`config.mk`:
```
export PLATFORM = sky130hd
export DESIGN_NAME = fixed_length_frame_receiver_top
export DESIGN_NICKNAME = d
export VERILOG_FILES = /design/src/rtl/flfr_pkg.sv /design/src/rtl/flfr_datapath.sv /design/src/rtl/flfr_ctrl.sv /design/src/rtl/fixed_length_frame_receiver_top.sv
export SDC_FILE = /design/constraint.sdc
export NUM_CORES = 1
export LEC_CHECK = 0
export BUFFER_PORTS_ARGS = -buffer_cell sky130_fd_sc_hd__clkbuf_2
export CAP_MARGIN = 10
export CORE_UTILIZATION = 50
export CTS_CLUSTER_DIAMETER = 60
export DETAILED_ROUTE_END_ITERATION = 6
export GPL_TIMING_DRIVEN = 1
export PLACE_DENSITY = 0.74
export SYNTH_ARGS = -nofsm -noshare
export SYNTH_HDL_FRONTEND = slang
export SYNTH_SLANG_ARGS = --single-unit
```
`constraint.sdc`:
```
create_clock -name aclk -period 3.39 [get_ports aclk]
set_input_delay 0.5085 -clock aclk [delete_from_list [all_inputs] [get_ports aclk]]
set_output_delay 0.5085 -clock aclk [all_outputs]
set_load 0.02 [all_outputs]
```
`src/rtl/flfr_pkg.sv`:
```
package flfr_pkg;

    localparam int MAX_FRAME_DEF = 32;

    localparam int FL_W      = 6;
    localparam int CFG_IDX_W = 2;
    localparam int CFG_DAT_W = 8;

    localparam logic [CFG_IDX_W-1:0] REG_STATION_ID = 2'd0;
    localparam logic [CFG_IDX_W-1:0] REG_FRAME_LEN  = 2'd1;

    localparam logic [7:0]      STATION_ID_RST = 8'd1;
    localparam logic [FL_W-1:0] FRAME_LEN_RST  = 6'd9;
    localparam int              MIN_FRAME      = 5;

    localparam logic [7:0] HDR_FIRST   = 8'hAA;
    localparam logic [7:0] HDR_SECOND  = 8'h55;
    localparam logic [7:0] TAIL_FIRST  = 8'hA5;
    localparam logic [7:0] TAIL_SECOND = 8'h5A;

    localparam logic [2:0] ST_HUNT     = 3'd0;
    localparam logic [2:0] ST_HDR_OK   = 3'd1;
    localparam logic [2:0] ST_BODY     = 3'd2;
    localparam logic [2:0] ST_REJECT   = 3'd3;
    localparam logic [2:0] ST_BAD_TAIL = 3'd4;
    localparam logic [2:0] ST_REPLAY   = 3'd5;

    typedef struct packed {
        logic accept;
        logic rd_issue;
        logic load_rep;
    } flfr_cmd_t;

    typedef struct packed {
        logic good_frame;
        logic out_free;
        logic rep_done;
    } flfr_stat_t;

endpackage

```
`src/rtl/flfr_datapath.sv`:
```
module flfr_datapath #(
    parameter int MAX_FRAME = flfr_pkg::MAX_FRAME_DEF
) (
    input  logic                           aclk,
    input  logic                           aresetn,
    input  logic                           cfg_we,
    input  logic [flfr_pkg::CFG_IDX_W-1:0] cfg_index,
    input  logic [flfr_pkg::CFG_DAT_W-1:0] cfg_data,
    input  logic [7:0]                     s_rx_byte,
    input  flfr_pkg::flfr_cmd_t            cmd,
    output flfr_pkg::flfr_stat_t           stat,
    output logic                           m_valid,
    input  logic                           m_ready,
    output logic [2:0]                     m_status,
    output logic [7:0]                     m_data_byte,
    output logic [4:0]                     m_byte_index,
    output logic                           m_last
);
    import flfr_pkg::*;

    localparam int POS_W = $clog2(MAX_FRAME + 1);
    localparam int AW    = $clog2(MAX_FRAME);
    localparam int CMP_W = (POS_W > FL_W) ? POS_W : FL_W;
    localparam logic [CMP_W-1:0] MIN_LEN = CMP_W'(MIN_FRAME);
    localparam logic [CMP_W-1:0] MAX_LEN = CMP_W'(MAX_FRAME);

    logic [7:0]       station_id_reg;
    logic [FL_W-1:0]  frame_length_reg;
    logic             in_body_reg, in_body_next;
    logic [POS_W-1:0] position_reg, position_next;
    logic [7:0]       prev_byte_reg;
    logic [7:0]       frame_mem [MAX_FRAME];
    logic [7:0]       rd_data_reg;
    logic [AW-1:0]    rep_idx_reg;
    logic [AW-1:0]    rep_last_reg;
    logic             m_valid_reg;
    logic [2:0]       m_status_reg;
    logic [7:0]       m_data_reg;
    logic [4:0]       m_index_reg;
    logic             m_last_reg;

    logic [CMP_W-1:0] fl_ext, len_cmp;
    logic [POS_W-1:0] len_eff, pos_inc;
    logic [AW-1:0]    len_m1;
    logic             wr_en, good;
    logic [2:0]       res_status;

    // Saturate the configured length to the legal range
    always_comb begin
        fl_ext = CMP_W'(frame_length_reg);
        if (fl_ext < MIN_LEN) begin
            len_cmp = MIN_LEN;
        end else if (fl_ext > MAX_LEN) begin
            len_cmp = MAX_LEN;
        end else begin
            len_cmp = fl_ext;
        end
        len_eff = POS_W'(len_cmp);
        len_m1  = AW'(len_eff - 1'b1);
        pos_inc = position_reg + 1'b1;
    end

    always_comb begin
        in_body_next  = in_body_reg;
        position_next = position_reg;
        wr_en         = 1'b0;
        good          = 1'b0;
        res_status    = ST_HUNT;
        if (!in_body_reg) begin
            if (position_reg == POS_W'(0)) begin
                if (s_rx_byte == HDR_FIRST) begin
                    wr_en         = 1'b1;
                    position_next = POS_W'(1);
                    res_status    = ST_HDR_OK;
                end
            end else if (position_reg == POS_W'(1)) begin
                wr_en = 1'b1;
                if (s_rx_byte == HDR_SECOND) begin
                    position_next = POS_W'(2);
                    res_status    = ST_HDR_OK;
                end else begin
                    position_next = POS_W'(0);
                    res_status    = ST_REJECT;
                end
            end else begin
                wr_en = 1'b1;
                if (s_rx_byte == station_id_reg) begin
                    position_next = POS_W'(3);
                    in_body_next  = 1'b1;
                    res_status    = ST_HDR_OK;
                end else begin
                    position_next = POS_W'(0);
                    res_status    = ST_REJECT;
                end
            end
        end else if (position_reg >= len_eff) begin
            // length lowered under a running frame: drop it
            in_body_next  = 1'b0;
            position_next = POS_W'(0);
            res_status    = ST_BAD_TAIL;
        end else begin
            wr_en = 1'b1;
            if (pos_inc < len_eff) begin
                position_next = pos_inc;
                res_status    = ST_BODY;
            end else begin
                in_body_next  = 1'b0;
                position_next = POS_W'(0);
                res_status    = ST_BAD_TAIL;
                good = (s_rx_byte == TAIL_SECOND) && (prev_byte_reg == TAIL_FIRST);
            end
        end
    end

    assign stat.good_frame = good;
    assign stat.out_free   = !m_valid_reg || m_ready;
    assign stat.rep_done   = (rep_idx_reg == rep_last_reg);

    always_ff @(posedge aclk) begin
        if (!aresetn) begin
            station_id_reg   <= STATION_ID_RST;
            frame_length_reg <= FRAME_LEN_RST;
            in_body_reg      <= 1'b0;
            position_reg     <= '0;
            m_valid_reg      <= 1'b0;
        end else begin
            if (cfg_we) begin
                unique case (cfg_index)
                    REG_STATION_ID: station_id_reg   <= cfg_data;
                    REG_FRAME_LEN:  frame_length_reg <= cfg_data[FL_W-1:0];
                    default: ;
                endcase
            end
            if (cmd.accept) begin
                in_body_reg  <= in_body_next;
                position_reg <= position_next;
            end
            if ((cmd.accept && !good) || cmd.load_rep) begin
                m_valid_reg <= 1'b1;
            end else if (m_ready) begin
                m_valid_reg <= 1'b0;
            end
        end
    end

    always_ff @(posedge aclk) begin
        if (cmd.accept && wr_en) begin
            frame_mem[position_reg[AW-1:0]] <= s_rx_byte;
            prev_byte_reg                   <= s_rx_byte;
        end
        if (cmd.rd_issue) begin
            rd_data_reg <= frame_mem[rep_idx_reg];
        end
        if (cmd.accept && good) begin
            rep_idx_reg  <= '0;
            rep_last_reg <= len_m1;
        end else if (cmd.load_rep) begin
            rep_idx_reg <= rep_idx_reg + 1'b1;
        end
        if (cmd.accept && !good) begin
            m_status_reg <= res_status;
            m_data_reg   <= s_rx_byte;
            m_index_reg  <= 5'(position_reg);
            m_last_reg   <= 1'b1;
        end else if (cmd.load_rep) begin
            m_status_reg <= ST_REPLAY;
            m_data_reg   <= rd_data_reg;
            m_index_reg  <= 5'(rep_idx_reg);
            m_last_reg   <= (rep_idx_reg == rep_last_reg);
        end
    end

    assign m_valid      = m_valid_reg;
    assign m_status     = m_status_reg;
    assign m_data_byte  = m_data_reg;
    assign m_byte_index = m_index_reg;
    assign m_last       = m_last_reg;

endmodule

```
`src/rtl/flfr_ctrl.sv`:
```
module flfr_ctrl (
    input  logic                  aclk,
    input  logic                  aresetn,
    input  logic                  s_valid,
    output logic                  s_ready,
    input  flfr_pkg::flfr_stat_t  stat,
    output flfr_pkg::flfr_cmd_t   cmd
);
    import flfr_pkg::*;

    localparam logic [1:0] S_IDLE = 2'd0;
    localparam logic [1:0] S_RD   = 2'd1;
    localparam logic [1:0] S_LOAD = 2'd2;

    logic [1:0] state_reg, state_next;

    assign s_ready      = (state_reg == S_IDLE) && stat.out_free;
    assign cmd.accept   = s_valid && s_ready;
    assign cmd.rd_issue = (state_reg == S_RD);
    assign cmd.load_rep = (state_reg == S_LOAD) && stat.out_free;

    always_comb begin
        state_next = state_reg;
        unique case (state_reg)
            S_IDLE: begin
                if (cmd.accept && stat.good_frame) begin
                    state_next = S_RD;
                end
            end
            S_RD: begin
                state_next = S_LOAD;
            end
            S_LOAD: begin
                // hold until the output register frees up
                if (stat.out_free) begin
                    state_next = stat.rep_done ? S_IDLE : S_RD;
                end
            end
            default: begin
                state_next = S_IDLE;
            end
        endcase
    end

    always_ff @(posedge aclk) begin
        if (!aresetn) begin
            state_reg <= S_IDLE;
        end else begin
            state_reg <= state_next;
        end
    end

endmodule

```
`src/rtl/fixed_length_frame_receiver_top.sv`:
```
// Channel  Direction  Handshake              Payload
// s_       in         s_valid / s_ready      s_rx_byte
// m_       out        m_valid / m_ready      m_status, m_data_byte, m_byte_index, m_last
// cfg_     in         cfg_valid / cfg_ready  cfg_index, cfg_data
//
// A byte's result is registered onto m_ the cycle after acceptance; the next byte
// is taken once the output register is free.
// A good frame replays byte by byte, each read from the frame memory into a
// register (S_RD), then loaded out (S_LOAD); no input is taken during replay.
// Reset (aresetn, synchronous): station_id 1, frame_length 9, hunting.
// A stalled m_ready holds the result and stalls the input side.
module fixed_length_frame_receiver_top #(
    parameter int MAX_FRAME = flfr_pkg::MAX_FRAME_DEF
) (
    input  logic                           aclk,
    input  logic                           aresetn,
    input  logic                           s_valid,
    output logic                           s_ready,
    input  logic [7:0]                     s_rx_byte,
    output logic                           m_valid,
    input  logic                           m_ready,
    output logic [2:0]                     m_status,
    output logic [7:0]                     m_data_byte,
    output logic [4:0]                     m_byte_index,
    output logic                           m_last,
    input  logic                           cfg_valid,
    output logic                           cfg_ready,
    input  logic [flfr_pkg::CFG_IDX_W-1:0] cfg_index,
    input  logic [flfr_pkg::CFG_DAT_W-1:0] cfg_data
);
    import flfr_pkg::*;

    flfr_cmd_t  cmd;
    flfr_stat_t stat;

    assign cfg_ready = 1'b1;

    flfr_ctrl u_ctrl (
        .aclk    (aclk),
        .aresetn (aresetn),
        .s_valid (s_valid),
        .s_ready (s_ready),
        .stat    (stat),
        .cmd     (cmd)
    );

    flfr_datapath #(
        .MAX_FRAME (MAX_FRAME)
    ) u_datapath (
        .aclk         (aclk),
        .aresetn      (aresetn),
        .cfg_we       (cfg_valid && cfg_ready),
        .cfg_index    (cfg_index),
        .cfg_data     (cfg_data),
        .s_rx_byte    (s_rx_byte),
        .cmd          (cmd),
        .stat         (stat),
        .m_valid      (m_valid),
        .m_ready      (m_ready),
        .m_status     (m_status),
        .m_data_byte  (m_data_byte),
        .m_byte_index (m_byte_index),
        .m_last       (m_last)
    );

`ifndef SYNTHESIS
    // only replay results leave last low
    a_last_low_only_replay: assert property (@(posedge aclk) disable iff (!aresetn)
        (m_valid && !m_last) |-> (m_status == ST_REPLAY))
        else $error("non-final result outside replay");

    // an input is taken only when its result has room
    a_accept_needs_room: assert property (@(posedge aclk) disable iff (!aresetn)
        (s_valid && s_ready) |-> (!m_valid || m_ready))
        else $error("input accepted while output register busy");

    // input side is open while the final replay request goes out
    a_ready_after_replay: assert property (@(posedge aclk) disable iff (!aresetn)
        (m_valid && m_ready && m_last && (m_status == ST_REPLAY)) |-> s_ready)
        else $error("input not ready when replay finished");
`endif

endmodule

```
==> results.json <==
{
  "clock-sinks": 323,
  "setup.worst_path.class": "flop to flop",
  "drt_iter0_drc": 830,
  "crit_path_max_fo": 40,
  "clock-root-buffer": "sky130_fd_sc_hd__clkbuf_16",
  "clk_path_buf_depth": 3,
  "antenna_diode_count": 0,
  "buffer_ports.inserted": 41,
  "regToRegStartpoint": "u_datapath.fl_ext[2]$_SDFFE_PN0P_",
  "yosysMostFrequentCell": "sky130_fd_sc_hd__edfxtp_1",
  "die_y_microns": 165,
  "initial_core_util_pct": 51.1,
  "largest_register_ffs": 256,
  "netlist_top_cells_area": "sky130_fd_sc_hd__edfxtp_1 66%, sky130_fd_sc_hd__mux4_2 11%, sky130_fd_sc_hd__dfxtp_1 4.5%",
  "outcome": "complete, but fails checks",
  "total_leakage_power_nw": 5.14,
  "post_synth_instance_area_sq_mm": 0.0134,
  "grt_first_pass_wirelength_mm": 46.7,
  "tritoncts_clock_tree": "done",
  "drt-pass1-iter-count": 7,
  "multi_input_comb_area_sq_mm": 0.00376,
  "timing.critical_path.arrival_ps": 3430,
  "endpoint_kind": "flop",
  "synth_top_cell_by_area": "sky130_fd_sc_hd__edfxtp_1",
  "hp-start": "cfg_data[0]",
  "grt_overflow": 0,
  "drive_gt1_share_pct": 31.9,
  "global_route.usage.total_pct": 24.4,
  "final_nets": 808,
  "final.setup_skew_ps": 12.0,
  "failed_checks": "design-rule violations",
  "synth_edf_count": 293,
  "synth-seq-cells": 323,
  "report.final.slew_viol_count": 0,
  "dieWidth_microns": 165,
  "std_cell_rows": 59,
  "netlist_top_cells_count": "293 x sky130_fd_sc_hd__edfxtp_1, 67 x sky130_fd_sc_hd__mux4_2, 33 x sky130_fd_sc_hd__and3_1, 30 x sky130_fd_sc_hd__dfxtp_1, 21 x sky130_fd_sc_hd__mux2_2",
  "cp-start-kind": "flop",
  "fin_crit_ps": 3260,
  "finalSetupViolCount": 0,
  "number_of_global_route_vias_before_repair": 7058,
  "synth_seq_area_share_pct": 70.4,
  "cp_data_required_time_ps": 3560,
  "drc": 2,
  "synth.lib_cells_used.distinct": 58,
  "async_flop_share_pct": 0,
  "reg2reg_depth": 11,
  "final_worst_path_cycle_share_pct": 96.2,
  "worstReg2RegEnd": "u_datapath.frame_mem[3][0]$_DFFE_PP_",
  "finalHoldViolations": 0,
  "final-seq-area_sq_mm": 0.00940,
  "cts_hold_buffers": 0,
  "h-tree-depth": 2,
  "min-delay-path-class": "input pin to flop",
  "worstSkewPairLatency_ps": 510,
  "area_delta_synth_final_pct": 14.0,
  "final-instance-count-excl-fill": 1124,
  "max-cap-violations": 0,
  "timing_worst_slew_pin_value_ps": 885,
  "postRouteAntennaNets": 0,
  "num-fill-cells": 1916,
  "wire_per_inst_microns": 28.5,
  "dpl.hpwl_mm": 20.7,
  "finalWirelength_mm": 32.0,
  "timing.setup.tns_ps": 0,
  "worst_slew_margin_rel_pct": 40.9,
  "globalplace.congestion": 0.948,
  "synth_nets": 732,
  "synth.top_cell.area_share_pct": 65.9,
  "synth.avg_cell_area_sq_um": 19.3,
  "fp.dieArea_sq_mm": 0.0274,
  "post_synth_inst_count": 692,
  "floorplan.io_pins": 43,
  "power_density_mw_per_mm2": 557,
  "post_placement_cell_count": 1067,
  "synth-warning-count": 0,
  "core-area_sq_mm": 0.0261,
  "rsz0062_at_grt": "no",
  "grt_start_max_net_pins": 41,
  "via_count": 7157,
  "cts.clk_slew.worst_paths_ps": 60,
  "reg2reg_slack_ps": 130,
  "worstHoldPathCells": 3,
  "max_freq_ghz": 0.307,
  "hold_path_end": "u_datapath.fl_ext[0]$_SDFFE_PN1P_",
  "post_drt_via_cell_ratio": 6.37,
  "worst_ir_drop_vdd_uv": 373,
  "antenna_found_initial": 2,
  "post_cts.resized_instances": 0,
  "tritoncts.num_buffers": 34,
  "post_cts.repair.setup_buffers": 0,
  "yosys_most_used_dff": "sky130_fd_sc_hd__edfxtp_1"
}
## per-layer routing
layer | global-route usage [%] | share of wire (%) | vias to the layer above
met1 | 34.0 | 41 | 3756
met4 | 7.44 | 2.4 | 4
met3 | 3.77 | 6.6 | 62
met5 | 0 | 0.078 | -
li1 | - | - | 2979
met2 | 39.7 | 50 | 356
## metrics by stage
step	util [%]	area [sq um]	hold WS [ps]	power, mW	worst slack [ps]
after global placement	53.9	14100	480	4.88	258
after CTS	58.1	15200	247	8.51	120
final	58.3	15200	258	8.47	130
after detailed placement	53.9	14100	509	4.89	137
after global routing	58.3	15200	249	8.68	0.616
after floorplan	-	13400	462	4.67	287
## cells in the final DEF (no fill, tap or decap), types with 5 or more instances in the layout
master	instances
sky130_fd_sc_hd__a21oi_1	6
sky130_fd_sc_hd__and3_2	29
sky130_fd_sc_hd__buf_4	33
sky130_fd_sc_hd__clkbuf_16	37
sky130_fd_sc_hd__clkbuf_2	41
sky130_fd_sc_hd__clkinv_1	5
sky130_fd_sc_hd__clkinv_2	7
sky130_fd_sc_hd__dfxtp_1	28
sky130_fd_sc_hd__edfxtp_1	293
sky130_fd_sc_hd__ha_1	17
sky130_fd_sc_hd__inv_1	8
sky130_fd_sc_hd__mux2_2	21
sky130_fd_sc_hd__mux2i_1	15
sky130_fd_sc_hd__mux4_1	13
sky130_fd_sc_hd__mux4_2	67
sky130_fd_sc_hd__nand2_1	15
sky130_fd_sc_hd__nand3_1	5
sky130_fd_sc_hd__nand4_1	7
sky130_fd_sc_hd__nor2_1	13
sky130_fd_sc_hd__nor2b_1	15
sky130_fd_sc_hd__nor3_1	7
sky130_fd_sc_hd__nor4bb_1	5
sky130_fd_sc_hd__xnor2_1	8
sky130_fd_sc_hd__xor2_1	16
## cell families after synthesis
| group | synth area share, % |
|---|---|
| AOI/OAI and AO/OA | 1.86 |
| xor gates and xnor gates | 1.57 |
| adders and majority gates | 1.59 |
| buffers and inverters | 1.77 |
| DFF | 70.4 |
| muxes | 16.8 |
| other | 0.0281 |
| and+or+nand+nor | 6.03 |
## area by class of cell
cell class,count,area share (%)
well taps,335,2.75
multi-input cells,324,24.7
inverters,8,0.197
clock buffers,39,6.13
flip-flops and latches,323,61.8
clock inverters,18,1.11
repair buffers,77,3.37
## critical path, stage by stage (launching register included)
cell and delay, ps:
sky130_fd_sc_hd__dfxtp_1 350, sky130_fd_sc_hd__a211oi_1 240, sky130_fd_sc_hd__nor2_1 60, sky130_fd_sc_hd__nor2_1 140, sky130_fd_sc_hd__ha_1 250, sky130_fd_sc_hd__nand2b_1 140
sky130_fd_sc_hd__a221o_1 340, sky130_fd_sc_hd__o2111ai_1 310, sky130_fd_sc_hd__o21ai_0 200, sky130_fd_sc_hd__a21oi_2 220, sky130_fd_sc_hd__buf_12 240, sky130_fd_sc_hd__and3_1 390
## worst max-delay path by stage
| stage | startpoint | cells past startpoint | endpoint | slack (ps) |
|---|---|---|---|---|
| after floorplan | u_datapath.fl_ext[2]$_SDFFE_PN0P_ | 8 | u_datapath.frame_mem[11][0]$_DFFE_PP_ | 290 |
| after CTS | u_datapath.fl_ext[2]$_SDFFE_PN0P_ | 11 | u_datapath.frame_mem[18][2]$_DFFE_PP_ | 120 |
| after global routing | u_datapath.fl_ext[2]$_SDFFE_PN0P_ | 11 | u_datapath.frame_mem[3][0]$_DFFE_PP_ | 0.6 |
| final | u_datapath.fl_ext[2]$_SDFFE_PN0P_ | 11 | u_datapath.frame_mem[3][0]$_DFFE_PP_ | 130 |
| after detailed placement | u_datapath.fl_ext[2]$_SDFFE_PN0P_ | 11 | u_datapath.frame_mem[23][3]$_DFFE_PP_ | 140 |
| after global placement | u_datapath.fl_ext[2]$_SDFFE_PN0P_ | 11 | u_datapath.frame_mem[17][6]$_DFFE_PP_ | 260 |
## power by group
group / leakage, nW / internal, mW / switching (mW)
combinational: 1.70 / 0.128 / 0.267
sequential: 2.90 / 4.39 / 0.0241
clock: 0.544 / 2.20 / 1.47
total: 5.14 / 6.71 / 1.76
(Power assumes the default switching activity.)
